[src/assert_macros.svh]
// shared assertion macros for the converter
`ifndef ASSERT_MACROS_SVH
`define ASSERT_MACROS_SVH

// same-cycle implication under the block reset
`define ASSERT_IMPL(label, clk, rst_n, ante, cons) \
	label: assert property (@(posedge clk) disable iff (!rst_n) (ante) |-> (cons)) \
		else $error("converter assertion failed");

// next-cycle implication under the block reset
`define ASSERT_NEXT(label, clk, rst_n, ante, cons) \
	label: assert property (@(posedge clk) disable iff (!rst_n) (ante) |=> (cons)) \
		else $error("converter assertion failed");

`endif

[src/itop_pkg.sv]
`timescale 1ns / 1ps
package itop_pkg;

	// payload field widths
	localparam int TAG_W    = 8;
	localparam int PRIO_W   = 4;
	localparam int ARITY_W  = 2;
	localparam int OPND_W   = 32;
	localparam int STATUS_W = 2;

	// status codes
	localparam logic [STATUS_W-1:0] ST_OK          = 2'd0;
	localparam logic [STATUS_W-1:0] ST_OVERFLOW    = 2'd1;
	localparam logic [STATUS_W-1:0] ST_EMPTY_CLOSE = 2'd2;

	// arity of a unary function
	localparam logic [ARITY_W-1:0] ARITY_FUNC = 2'd1;

	// one postfix result before its last-of-run mark is known
	typedef struct packed {
		logic                is_op;
		logic [TAG_W-1:0]    tag;
		logic [ARITY_W-1:0]  arity;
		logic [OPND_W-1:0]   bits;
		logic [STATUS_W-1:0] status;
	} result_t;

endpackage

[src/itop_infix_if.sv]
`timescale 1ns / 1ps
interface itop_infix_if;
	import itop_pkg::*;

	logic                valid;
	logic                ready;
	logic                is_operator;
	logic [TAG_W-1:0]    token_tag;
	logic                is_close_paren;
	logic [PRIO_W-1:0]   incoming_priority;
	logic [PRIO_W-1:0]   stacked_priority;
	logic [ARITY_W-1:0]  arity;
	logic [OPND_W-1:0]   operand_bits;
	logic                end_of_expression;

	modport source (
		output valid, is_operator, token_tag, is_close_paren, incoming_priority,
			stacked_priority, arity, operand_bits, end_of_expression,
		input  ready
	);

	modport sink (
		input  valid, is_operator, token_tag, is_close_paren, incoming_priority,
			stacked_priority, arity, operand_bits, end_of_expression,
		output ready
	);

endinterface

[src/itop_postfix_if.sv]
`timescale 1ns / 1ps
interface itop_postfix_if;
	import itop_pkg::*;

	logic                valid;
	logic                ready;
	logic                out_is_operator;
	logic [TAG_W-1:0]    out_token_tag;
	logic [ARITY_W-1:0]  out_arity;
	logic [OPND_W-1:0]   out_operand_bits;
	logic [STATUS_W-1:0] status;
	logic                last_of_run;

	modport source (
		output valid, out_is_operator, out_token_tag, out_arity, out_operand_bits,
			status, last_of_run,
		input  ready
	);

	modport sink (
		input  valid, out_is_operator, out_token_tag, out_arity, out_operand_bits,
			status, last_of_run,
		output ready
	);

endinterface

[src/itop_stack_ram.sv]
`timescale 1ns / 1ps
module itop_stack_ram #(
	parameter int DEPTH = 32,
	parameter int WIDTH = 14
) (
	input  logic                     clk,
	input  logic                     we,
	input  logic [$clog2(DEPTH)-1:0] waddr,
	input  logic [WIDTH-1:0]         wdata,
	input  logic                     re,
	input  logic [$clog2(DEPTH)-1:0] raddr,
	output logic [WIDTH-1:0]         rdata
);

	logic [WIDTH-1:0] mem [DEPTH];

	always_ff @(posedge clk) begin
		if (we) begin
			mem[waddr] <= wdata;
		end
	end

	// registered read
	always_ff @(posedge clk) begin
		if (re) begin
			rdata <= mem[raddr];
		end
	end

endmodule

[src/infix_to_postfix_converter.sv]
`timescale 1ns / 1ps
// shunting-yard infix to postfix converter
// infix: sink channel, one infix token per request (operand or operator/paren)
// postfix: source channel, one postfix token or status word per request;
//   last_of_run marks the final request caused by one infix token
// an operand is forwarded; an operator pops stacked entries of higher or equal
//   stacked priority, then is pushed (overflow status if full); a close paren
//   pops the same way, drops the top entry (empty-close status if none) and pops
//   a unary function found below it; end_of_expression flushes the whole stack
//   after the token is handled
// the operator stack lives in a single-port-write, registered-read ram; each
//   look at the top of stack takes a read state, then a decide state
// a token is taken only while the sequencer is idle; results are held back in a
//   pending register until the end of the run is known
// a stalled receiver stalls the sequencer at its next emitting step
// reset clears the stack count and all valid flags; ram contents are not
//   cleared and are never read at or above the count
`include "assert_macros.svh"
module infix_to_postfix_converter #(
	parameter int STACK_DEPTH = 32,
	parameter int TAG_WIDTH   = 8
) (
	input  logic                  clk,
	input  logic                  arst_n,
	itop_infix_if.sink            infix,
	itop_postfix_if.source        postfix
);
	import itop_pkg::*;

	localparam int CNT_W = $clog2(STACK_DEPTH + 1);
	localparam int AW    = $clog2(STACK_DEPTH);
	localparam int ENT_W = TAG_WIDTH + ARITY_W + PRIO_W;

	// sequencer states: read the top entry, then decide on it
	typedef enum logic [7:0] {
		S_IDLE      = 8'b0000_0001,
		S_POP_RD    = 8'b0000_0010,
		S_POP_CMP   = 8'b0000_0100,
		S_FUNC_RD   = 8'b0000_1000,
		S_FUNC_CMP  = 8'b0001_0000,
		S_FLUSH_RD  = 8'b0010_0000,
		S_FLUSH_CMP = 8'b0100_0000,
		S_FIN       = 8'b1000_0000
	} state_t;

	state_t state_q, state_d;
	logic [CNT_W-1:0] cnt_q, cnt_d, cnt_m1;

	// latched infix token
	logic                 tok_close_q;
	logic [PRIO_W-1:0]    tok_inc_q;
	logic [PRIO_W-1:0]    tok_stk_q;
	logic [ARITY_W-1:0]   tok_arity_q;
	logic [TAG_WIDTH-1:0] tok_tag_q;
	logic                 tok_eoe_q;
	logic [TAG_WIDTH+TAG_W-1:0] tag_in_ext;

	// stack ram port
	logic             mem_we, mem_re;
	logic [ENT_W-1:0] mem_rdata;

	// top-of-stack fields
	logic [PRIO_W-1:0]          top_prio;
	logic [ARITY_W-1:0]         top_arity;
	logic [TAG_WIDTH-1:0]       top_tag;
	logic [TAG_WIDTH+TAG_W-1:0] top_tag_ext;
	result_t                    pop_res;

	// pending result and output register
	result_t pend_q;
	logic    pend_vld_q;
	result_t out_q;
	logic    out_last_q;
	logic    out_vld_q;
	logic    out_free, go;
	logic    emit, finish, accept;
	result_t emit_res;

	// action once the pops for the current operator are done
	state_t     post_state, eoe_next;
	logic       post_emit, post_push;
	result_t    post_res;
	logic [CNT_W-1:0] post_cnt;

	assign accept     = infix.valid && infix.ready;
	assign infix.ready = (state_q == S_IDLE);
	assign cnt_m1     = cnt_q - 1'b1;
	assign out_free   = !out_vld_q || postfix.ready;
	// a step that may hand the pending result on needs room downstream
	assign go         = out_free || !pend_vld_q;

	assign tag_in_ext = {{TAG_WIDTH{1'b0}}, infix.token_tag};

	assign top_prio    = mem_rdata[PRIO_W-1:0];
	assign top_arity   = mem_rdata[PRIO_W +: ARITY_W];
	assign top_tag     = mem_rdata[PRIO_W + ARITY_W +: TAG_WIDTH];
	assign top_tag_ext = {{TAG_W{1'b0}}, top_tag};

	always_comb begin
		pop_res        = '0;
		pop_res.is_op  = 1'b1;
		pop_res.tag    = top_tag_ext[TAG_W-1:0];
		pop_res.arity  = top_arity;
		pop_res.status = ST_OK;
	end

	itop_stack_ram #(
		.DEPTH (STACK_DEPTH),
		.WIDTH (ENT_W)
	) u_stack (
		.clk   (clk),
		.we    (mem_we),
		.waddr (cnt_q[AW-1:0]),
		.wdata ({tok_tag_q, tok_arity_q, tok_stk_q}),
		.re    (mem_re),
		.raddr (cnt_m1[AW-1:0]),
		.rdata (mem_rdata)
	);

	always_comb begin
		eoe_next   = tok_eoe_q ? S_FLUSH_RD : S_FIN;
		post_state = eoe_next;
		post_emit  = 1'b0;
		post_push  = 1'b0;
		post_res   = '0;
		post_cnt   = cnt_q;
		if (tok_close_q) begin
			if (cnt_q == '0) begin
				// close paren with nothing left to match
				post_emit       = 1'b1;
				post_res.status = ST_EMPTY_CLOSE;
			end else begin
				// drop the matching open paren, then look for a function
				post_cnt   = cnt_m1;
				post_state = S_FUNC_RD;
			end
		end else if (cnt_q >= CNT_W'(STACK_DEPTH)) begin
			post_emit       = 1'b1;
			post_res.status = ST_OVERFLOW;
		end else begin
			post_push = 1'b1;
			post_cnt  = cnt_q + 1'b1;
		end
	end

	// sequencer
	always_comb begin
		state_d  = state_q;
		cnt_d    = cnt_q;
		mem_we   = 1'b0;
		mem_re   = 1'b0;
		emit     = 1'b0;
		emit_res = pop_res;
		finish   = 1'b0;
		unique case (state_q)
			S_IDLE: begin
				if (accept) begin
					if (!infix.is_operator) begin
						// operand goes straight to the pending slot
						emit          = 1'b1;
						emit_res      = '0;
						emit_res.bits = infix.operand_bits;
						state_d       = infix.end_of_expression ? S_FLUSH_RD : S_FIN;
					end else begin
						state_d = S_POP_RD;
					end
				end
			end
			S_POP_RD: begin
				if (cnt_q != '0) begin
					mem_re  = 1'b1;
					state_d = S_POP_CMP;
				end else if (go) begin
					emit     = post_emit;
					emit_res = post_res;
					mem_we   = post_push;
					cnt_d    = post_cnt;
					state_d  = post_state;
				end
			end
			S_POP_CMP: begin
				if (go) begin
					if (top_prio >= tok_inc_q) begin
						emit    = 1'b1;
						cnt_d   = cnt_m1;
						state_d = S_POP_RD;
					end else begin
						emit     = post_emit;
						emit_res = post_res;
						mem_we   = post_push;
						cnt_d    = post_cnt;
						state_d  = post_state;
					end
				end
			end
			S_FUNC_RD: begin
				if (cnt_q != '0) begin
					mem_re  = 1'b1;
					state_d = S_FUNC_CMP;
				end else begin
					state_d = eoe_next;
				end
			end
			S_FUNC_CMP: begin
				if (go) begin
					if (top_arity == ARITY_FUNC) begin
						emit  = 1'b1;
						cnt_d = cnt_m1;
					end
					state_d = eoe_next;
				end
			end
			S_FLUSH_RD: begin
				if (cnt_q != '0) begin
					mem_re  = 1'b1;
					state_d = S_FLUSH_CMP;
				end else begin
					state_d = S_FIN;
				end
			end
			S_FLUSH_CMP: begin
				if (go) begin
					emit    = 1'b1;
					cnt_d   = cnt_m1;
					state_d = S_FLUSH_RD;
				end
			end
			S_FIN: begin
				if (!pend_vld_q) begin
					state_d = S_IDLE;
				end else if (out_free) begin
					finish  = 1'b1;
					state_d = S_IDLE;
				end
			end
			default: begin
				state_d = S_IDLE;
			end
		endcase
	end

	always_ff @(posedge clk or negedge arst_n) begin
		if (!arst_n) begin
			state_q <= S_IDLE;
			cnt_q   <= '0;
		end else begin
			state_q <= state_d;
			cnt_q   <= cnt_d;
		end
	end

	always_ff @(posedge clk) begin
		if (accept) begin
			tok_close_q <= infix.is_close_paren;
			tok_inc_q   <= infix.incoming_priority;
			tok_stk_q   <= infix.stacked_priority;
			tok_arity_q <= infix.arity;
			tok_tag_q   <= tag_in_ext[TAG_WIDTH-1:0];
			tok_eoe_q   <= infix.end_of_expression;
		end
	end

	// pending slot and output register valid flags
	always_ff @(posedge clk or negedge arst_n) begin
		if (!arst_n) begin
			pend_vld_q <= 1'b0;
			out_vld_q  <= 1'b0;
		end else begin
			if (emit) begin
				pend_vld_q <= 1'b1;
			end else if (finish) begin
				pend_vld_q <= 1'b0;
			end
			if ((emit && pend_vld_q) || finish) begin
				out_vld_q <= 1'b1;
			end else if (postfix.ready) begin
				out_vld_q <= 1'b0;
			end
		end
	end

	always_ff @(posedge clk) begin
		if (emit) begin
			pend_q <= emit_res;
		end
		if ((emit && pend_vld_q) || finish) begin
			out_q      <= pend_q;
			out_last_q <= finish;
		end
	end

	assign postfix.valid            = out_vld_q;
	assign postfix.out_is_operator  = out_q.is_op;
	assign postfix.out_token_tag    = out_q.tag;
	assign postfix.out_arity        = out_q.arity;
	assign postfix.out_operand_bits = out_q.bits;
	assign postfix.status           = out_q.status;
	assign postfix.last_of_run      = out_last_q;

	// count stays within the stack
	`ASSERT_IMPL(a_cnt_range, clk, arst_n, 1'b1, cnt_q <= CNT_W'(STACK_DEPTH))
	// no push onto a full stack
	`ASSERT_IMPL(a_no_overflow_push, clk, arst_n, mem_we, cnt_q < CNT_W'(STACK_DEPTH))
	// only live entries are read
	`ASSERT_IMPL(a_read_live, clk, arst_n, mem_re, cnt_q != '0)
	// a new token never meets a leftover pending result
	`ASSERT_IMPL(a_idle_clean, clk, arst_n, state_q == S_IDLE, !pend_vld_q)
	// a pending result is never overwritten while the output is blocked
	`ASSERT_IMPL(a_emit_room, clk, arst_n, emit && pend_vld_q, out_free)
	// the run's last result leaves the pending slot empty
	`ASSERT_NEXT(a_finish_clears, clk, arst_n, finish, !pend_vld_q && out_vld_q)

endmodule
[src/flat_wrapper.sv]
// flat-port wrapper written by rule: the top's interface ports become plain ports
module infix_to_postfix_converter_flat import itop_pkg::*;
#(
	parameter int STACK_DEPTH = 32,
	parameter int TAG_WIDTH   = 8
)
  (clk, arst_n, infix_valid, infix_is_operator, infix_token_tag, infix_is_close_paren, infix_incoming_priority, infix_stacked_priority, infix_arity, infix_operand_bits, infix_end_of_expression, infix_ready, postfix_valid, postfix_out_is_operator, postfix_out_token_tag, postfix_out_arity, postfix_out_operand_bits, postfix_status, postfix_last_of_run, postfix_ready);
  itop_infix_if infix_i ();
  itop_postfix_if postfix_i ();
  input  logic clk;
  input  logic arst_n;
  input wire logic [$bits(infix_i.valid)-1:0] infix_valid;
  input wire logic [$bits(infix_i.is_operator)-1:0] infix_is_operator;
  input wire logic [$bits(infix_i.token_tag)-1:0] infix_token_tag;
  input wire logic [$bits(infix_i.is_close_paren)-1:0] infix_is_close_paren;
  input wire logic [$bits(infix_i.incoming_priority)-1:0] infix_incoming_priority;
  input wire logic [$bits(infix_i.stacked_priority)-1:0] infix_stacked_priority;
  input wire logic [$bits(infix_i.arity)-1:0] infix_arity;
  input wire logic [$bits(infix_i.operand_bits)-1:0] infix_operand_bits;
  input wire logic [$bits(infix_i.end_of_expression)-1:0] infix_end_of_expression;
  output wire logic [$bits(infix_i.ready)-1:0] infix_ready;
  output wire logic [$bits(postfix_i.valid)-1:0] postfix_valid;
  output wire logic [$bits(postfix_i.out_is_operator)-1:0] postfix_out_is_operator;
  output wire logic [$bits(postfix_i.out_token_tag)-1:0] postfix_out_token_tag;
  output wire logic [$bits(postfix_i.out_arity)-1:0] postfix_out_arity;
  output wire logic [$bits(postfix_i.out_operand_bits)-1:0] postfix_out_operand_bits;
  output wire logic [$bits(postfix_i.status)-1:0] postfix_status;
  output wire logic [$bits(postfix_i.last_of_run)-1:0] postfix_last_of_run;
  input wire logic [$bits(postfix_i.ready)-1:0] postfix_ready;
  assign infix_i.valid = infix_valid;
  assign infix_i.is_operator = infix_is_operator;
  assign infix_i.token_tag = infix_token_tag;
  assign infix_i.is_close_paren = infix_is_close_paren;
  assign infix_i.incoming_priority = infix_incoming_priority;
  assign infix_i.stacked_priority = infix_stacked_priority;
  assign infix_i.arity = infix_arity;
  assign infix_i.operand_bits = infix_operand_bits;
  assign infix_i.end_of_expression = infix_end_of_expression;
  assign infix_ready = infix_i.ready;
  assign postfix_valid = postfix_i.valid;
  assign postfix_out_is_operator = postfix_i.out_is_operator;
  assign postfix_out_token_tag = postfix_i.out_token_tag;
  assign postfix_out_arity = postfix_i.out_arity;
  assign postfix_out_operand_bits = postfix_i.out_operand_bits;
  assign postfix_status = postfix_i.status;
  assign postfix_last_of_run = postfix_i.last_of_run;
  assign postfix_i.ready = postfix_ready;
  infix_to_postfix_converter #(.STACK_DEPTH(STACK_DEPTH), .TAG_WIDTH(TAG_WIDTH)) u_core (.clk(clk), .arst_n(arst_n), .infix(infix_i), .postfix(postfix_i));
endmodule
[config.mk]
export PLATFORM = sky130hd
export DESIGN_NAME = infix_to_postfix_converter_flat
export DESIGN_NICKNAME = d
export VERILOG_FILES = /design/src/itop_pkg.sv /design/src/itop_infix_if.sv /design/src/itop_postfix_if.sv /design/src/itop_stack_ram.sv /design/src/infix_to_postfix_converter.sv /design/src/flat_wrapper.sv
export VERILOG_INCLUDE_DIRS = /design/src /design/src/src
export SDC_FILE = /design/constraint.sdc
export NUM_CORES = 1
export LEC_CHECK = 0
export BUFFER_PORTS_ARGS = -buffer_cell sky130_fd_sc_hd__buf_2
export CELL_PAD_IN_SITES_DETAIL_PLACEMENT = 0
export CELL_PAD_IN_SITES_GLOBAL_PLACEMENT = 1
export CORE_MARGIN = 8
export CORE_UTILIZATION = 31
export DETAILED_ROUTE_END_ITERATION = 10
export PLACE_DENSITY = 0.61
export SLEW_MARGIN = 20
export SYNTH_ARGS = -nofsm -noshare
export SYNTH_HDL_FRONTEND = slang
export SYNTH_SLANG_ARGS = --single-unit
[constraint.sdc]
create_clock -name clk -period 8.15 [get_ports clk]
set_clock_uncertainty 0.15 [all_clocks]
set_input_delay 2.445 -clock clk [delete_from_list [all_inputs] [get_ports clk]]
set_output_delay 2.445 -clock clk [all_outputs]
set_load 0.01 [all_outputs]
==> impl_metrics.env <==
export IMPL_cts_buffer_depth=3
export IMPL_area_sequential_um2=17610
export IMPL_postSynth_asyncResetShare=0.02716
export IMPL_clock_sinks=589
export IMPL_antenna_left=0
export IMPL_cts_hold_buf=0
export IMPL_wl_per_cell_um=24.06
export IMPL_syn_area_um2=22780
export IMPL_start_kind="flip-flop"
export IMPL_avgSynthCellArea_um2=21.74
export IMPL_final_area_um2=26630
export IMPL_cap_violations=0
export IMPL_grt_overflow_total=0
export IMPL_layout_drive_gt1_share=0.3457
export IMPL_cts_tree="built"
export IMPL_p_int_uw=6612
export IMPL_outcome="complete, no violations"
export IMPL_rsz0062_at_grt="no"
export IMPL_total_power_uw=9506
export IMPL_design_core_area_um2=72830
export IMPL_numCtsBuffers=55
export IMPL_crit_type="reg2out"
export IMPL_chipWidth_um=287.1
export IMPL_cp_cell_sequence="or4_4, or3_1, inv_1, buf_2"
export IMPL_p_sw_uw=2895
export IMPL_ys_ff_latch=589
export IMPL_htreeDepth=2
export IMPL_first_iter_violations=1000
export IMPL_yosysWarnings=0
export IMPL_arrival_ps=2500
export IMPL_num_antenna_cells=0
export IMPL_synthTopCellsByArea="edfxtp_1 76%, mux4_2 14%, dfrtp_1 1.6%, and2_1 0.93%, nor2_1 0.82%"
export IMPL_ys_types=65
export IMPL_fin_crit_sh=0.6251
export IMPL_place_hpwl_um=33710
export IMPL_drt_pre_antenna_iters=5
export IMPL_layout_cells_non_filler=2203
export IMPL_drcViolationCount=0
export IMPL_routabilityCongestion=0.8273
export IMPL_clock_fmax_mhz=196.3
export IMPL_nFillCells=6603
export IMPL_worst_slew_pin_slew_ps=1058
export IMPL_cp_end_kind="primary output"
export IMPL_synth_top_cell_area_share=0.7553
export IMPL_num_vias=10800
export IMPL_vias_per_cell=4.901
export IMPL_io_buffers=104
export IMPL_synth_main_ff_cell="edfxtp_1"
export IMPL_cpMaxStageDelayCell="or4_4"
export IMPL_place_area_um2=24660
export IMPL_grt_pass1_vias=10930
export IMPL_cts_resized=0
export IMPL_initial_core_util=0.3128
export IMPL_ff2ff_path_depth=6
export IMPL_seq_area_frac_synth=0.7729
export IMPL_min_period_ps=5095
export IMPL_final_core_util=0.3657
export IMPL_hp_class="reg2reg"
export IMPL_drt_total_wl_um=53010
export IMPL_mostFrequentLayoutCells="573 x edfxtp_1, 140 x mux4_2, 104 x buf_2"
export IMPL_cpPeakStageDelay_ps=640
export IMPL_grtUsageTotal=0.1249
export IMPL_fin_nets=1264
export IMPL_die_area_um2=82420
export IMPL_syn_inst=1048
export IMPL_hold_depth=0
export IMPL_final_common_cell="edfxtp_1"
export IMPL_seq_power_share=0.404
export IMPL_pwr_share_clk=0.288
export IMPL_dieHeight_um=287.1
export IMPL_required_ps=5560
export IMPL_maxSlewHeadroom=0.2925
export IMPL_cp_max_fo=8
export IMPL_synth_edf_count=573
export IMPL_fin_tns_setup_ps=0
export IMPL_grt_pass1_wl_um=76710
export IMPL_finalHoldViolCount=0
export IMPL_rows=99
export IMPL_antenna_found_initial=2
export IMPL_path_clk_slew_ps=60
export IMPL_synth_top_area_cell="edfxtp_1"
export IMPL_p_per_area_nw_per_um2=356.9
export IMPL_p_leak_uw=0.008476
export IMPL_cts_root_buf="clkbuf_16"
export IMPL_comb_power_share=0.308
export IMPL_postCtsSetupBuffers=0
export IMPL_pin_count=105
export IMPL_p_sw_frac=0.3045
export IMPL_grt_max_degree=73
export IMPL_finalSetupViolCount=0
export IMPL_slew_viol_final=0
export IMPL_syn_nets=1113
export IMPL_clk_latency_ps=610
export IMPL_dp_cells=2101
export IMPL_peakVddDrop_uv=279.5
export IMPL_syn_to_final_growth_pct=16.90
export IMPL_multiInputGateArea_um2=5046
-- cells by family after synthesis --
logic type | after synthesis | share of synthesized area
DFF | 589 | 0.7729
xor gates and xnor gates | 6 | 0.002636
buffers and inverters | 61 | 0.01098
adders and majority gates | 8 | 0.004394
muxes | 155 | 0.1458
AOI/OAI and AO/OA | 55 | 0.01922
and+or+nand+nor | 174 | 0.04405
-- stage by stage --
stage          worst slack (ps)  hold slack [ps]
2_1_floorplan              1113            250.3
5_1_grt                    2965            275.1
4_1_cts                    3034            270.2
6_report                   3055            267.1
3_5_place_dp               2409            254.5
3_3_place_gp               2567            251.2
-- registers in the layout (all words and copies together) (netlist names), 2 cells and up --
register and count:
u_core.cnt_q 6, u_core.pend_q 45, u_core.postfix.out_arity 2, u_core.postfix.out_operand_bits 32
u_core.postfix.out_token_tag 8, u_core.postfix.status 2, u_core.state_q 8, u_core.tok_arity_q 2
u_core.tok_inc_q 4, u_core.tok_stk_q 4, u_core.tok_tag_q 8, u_core.u_stack.mem 448
u_core.u_stack.rdata 14
-- worst max-delay path: cells and delay by family, from the launching register on --
| kind | cells | cell delay (ps) |
|---|---|---|
| and+or+nand+nor | 2 | 1130 |
| DFF | 1 | 490 |
| buffers and inverters | 2 | 270 |
-- final cells by class --
type                    count  share of cell area
clock inverters            36             0.01743
well taps                 959             0.04505
clock buffers              66             0.05482
repair buffers            141             0.02997
flip-flops and latches    589              0.6613
inverters                  14            0.001973
multi-input cells         398              0.1895
-- power groups by stage --
stage	clock network, uW	registers [uW]	logic, uW
after detailed placement	0	3910	2970
final	2740	3840	2930
after CTS	2800	3850	2970
after global placement	0	3910	2950
after global routing	2890	3870	3090
after floorplan	0	3900	1890
-- Yosys cell counts (2+ instances only) --
cell type  count
edfxtp_1     573
mux4_2       140
nor2_1        50
and2_1        34
clkbuf_1      31
nand2_1       16
dfrtp_1       15
mux2_2        15
nor2b_1       15
inv_1         14
a21oi_1       11
buf_2         11
nand2b_1      11
ha_1           8
nor3_1         6
or2_2          5
or3_1          5
and3_1         4
nand2_2        4
nand3_1        4
nand3b_1       4
nor4_1         4
o211ai_1       4
xnor2_1        4
a22o_1         3
a31oi_1        3
buf_1          3
nor4_4         3
o21a_1         3
o22ai_1        3
o32ai_1        3
a211oi_1       2
a311oi_1       2
buf_4          2
o21ai_0        2
or4_4          2
-- per-layer routing --
metal  global-route usage  vias to the layer above  share of wire  wire length [um]
met2               0.1993                      409           0.47             24960
li1                     -                     4628              -                 -
met3              0.02134                       91          0.064              3417
met5                    0                        -        0.00025                13
met4              0.04767                        2          0.032              1677
met1               0.1703                     5668           0.43             22940
-- path summary, 6_finish.rpt --
kind | from | endpoint | slack [ps]
worst max register to register | u_core.cnt_q[0] | u_core.u_stack.rdata[9] | 3520
min in group asynchronous | arst_n | u_core.postfix.valid | 1620
worst max-delay path | u_core.state_q[7] | infix_ready | 3060
max in group asynchronous | arst_n | u_core.cnt_q[0] | 5900
worst min register to register | u_core.pend_q[2] | u_core.postfix.out_operand_bits[0] | 270
worst min-delay path | u_core.pend_q[2] | u_core.postfix.out_operand_bits[0] | 270
Power figures use the tool's default switching activity.
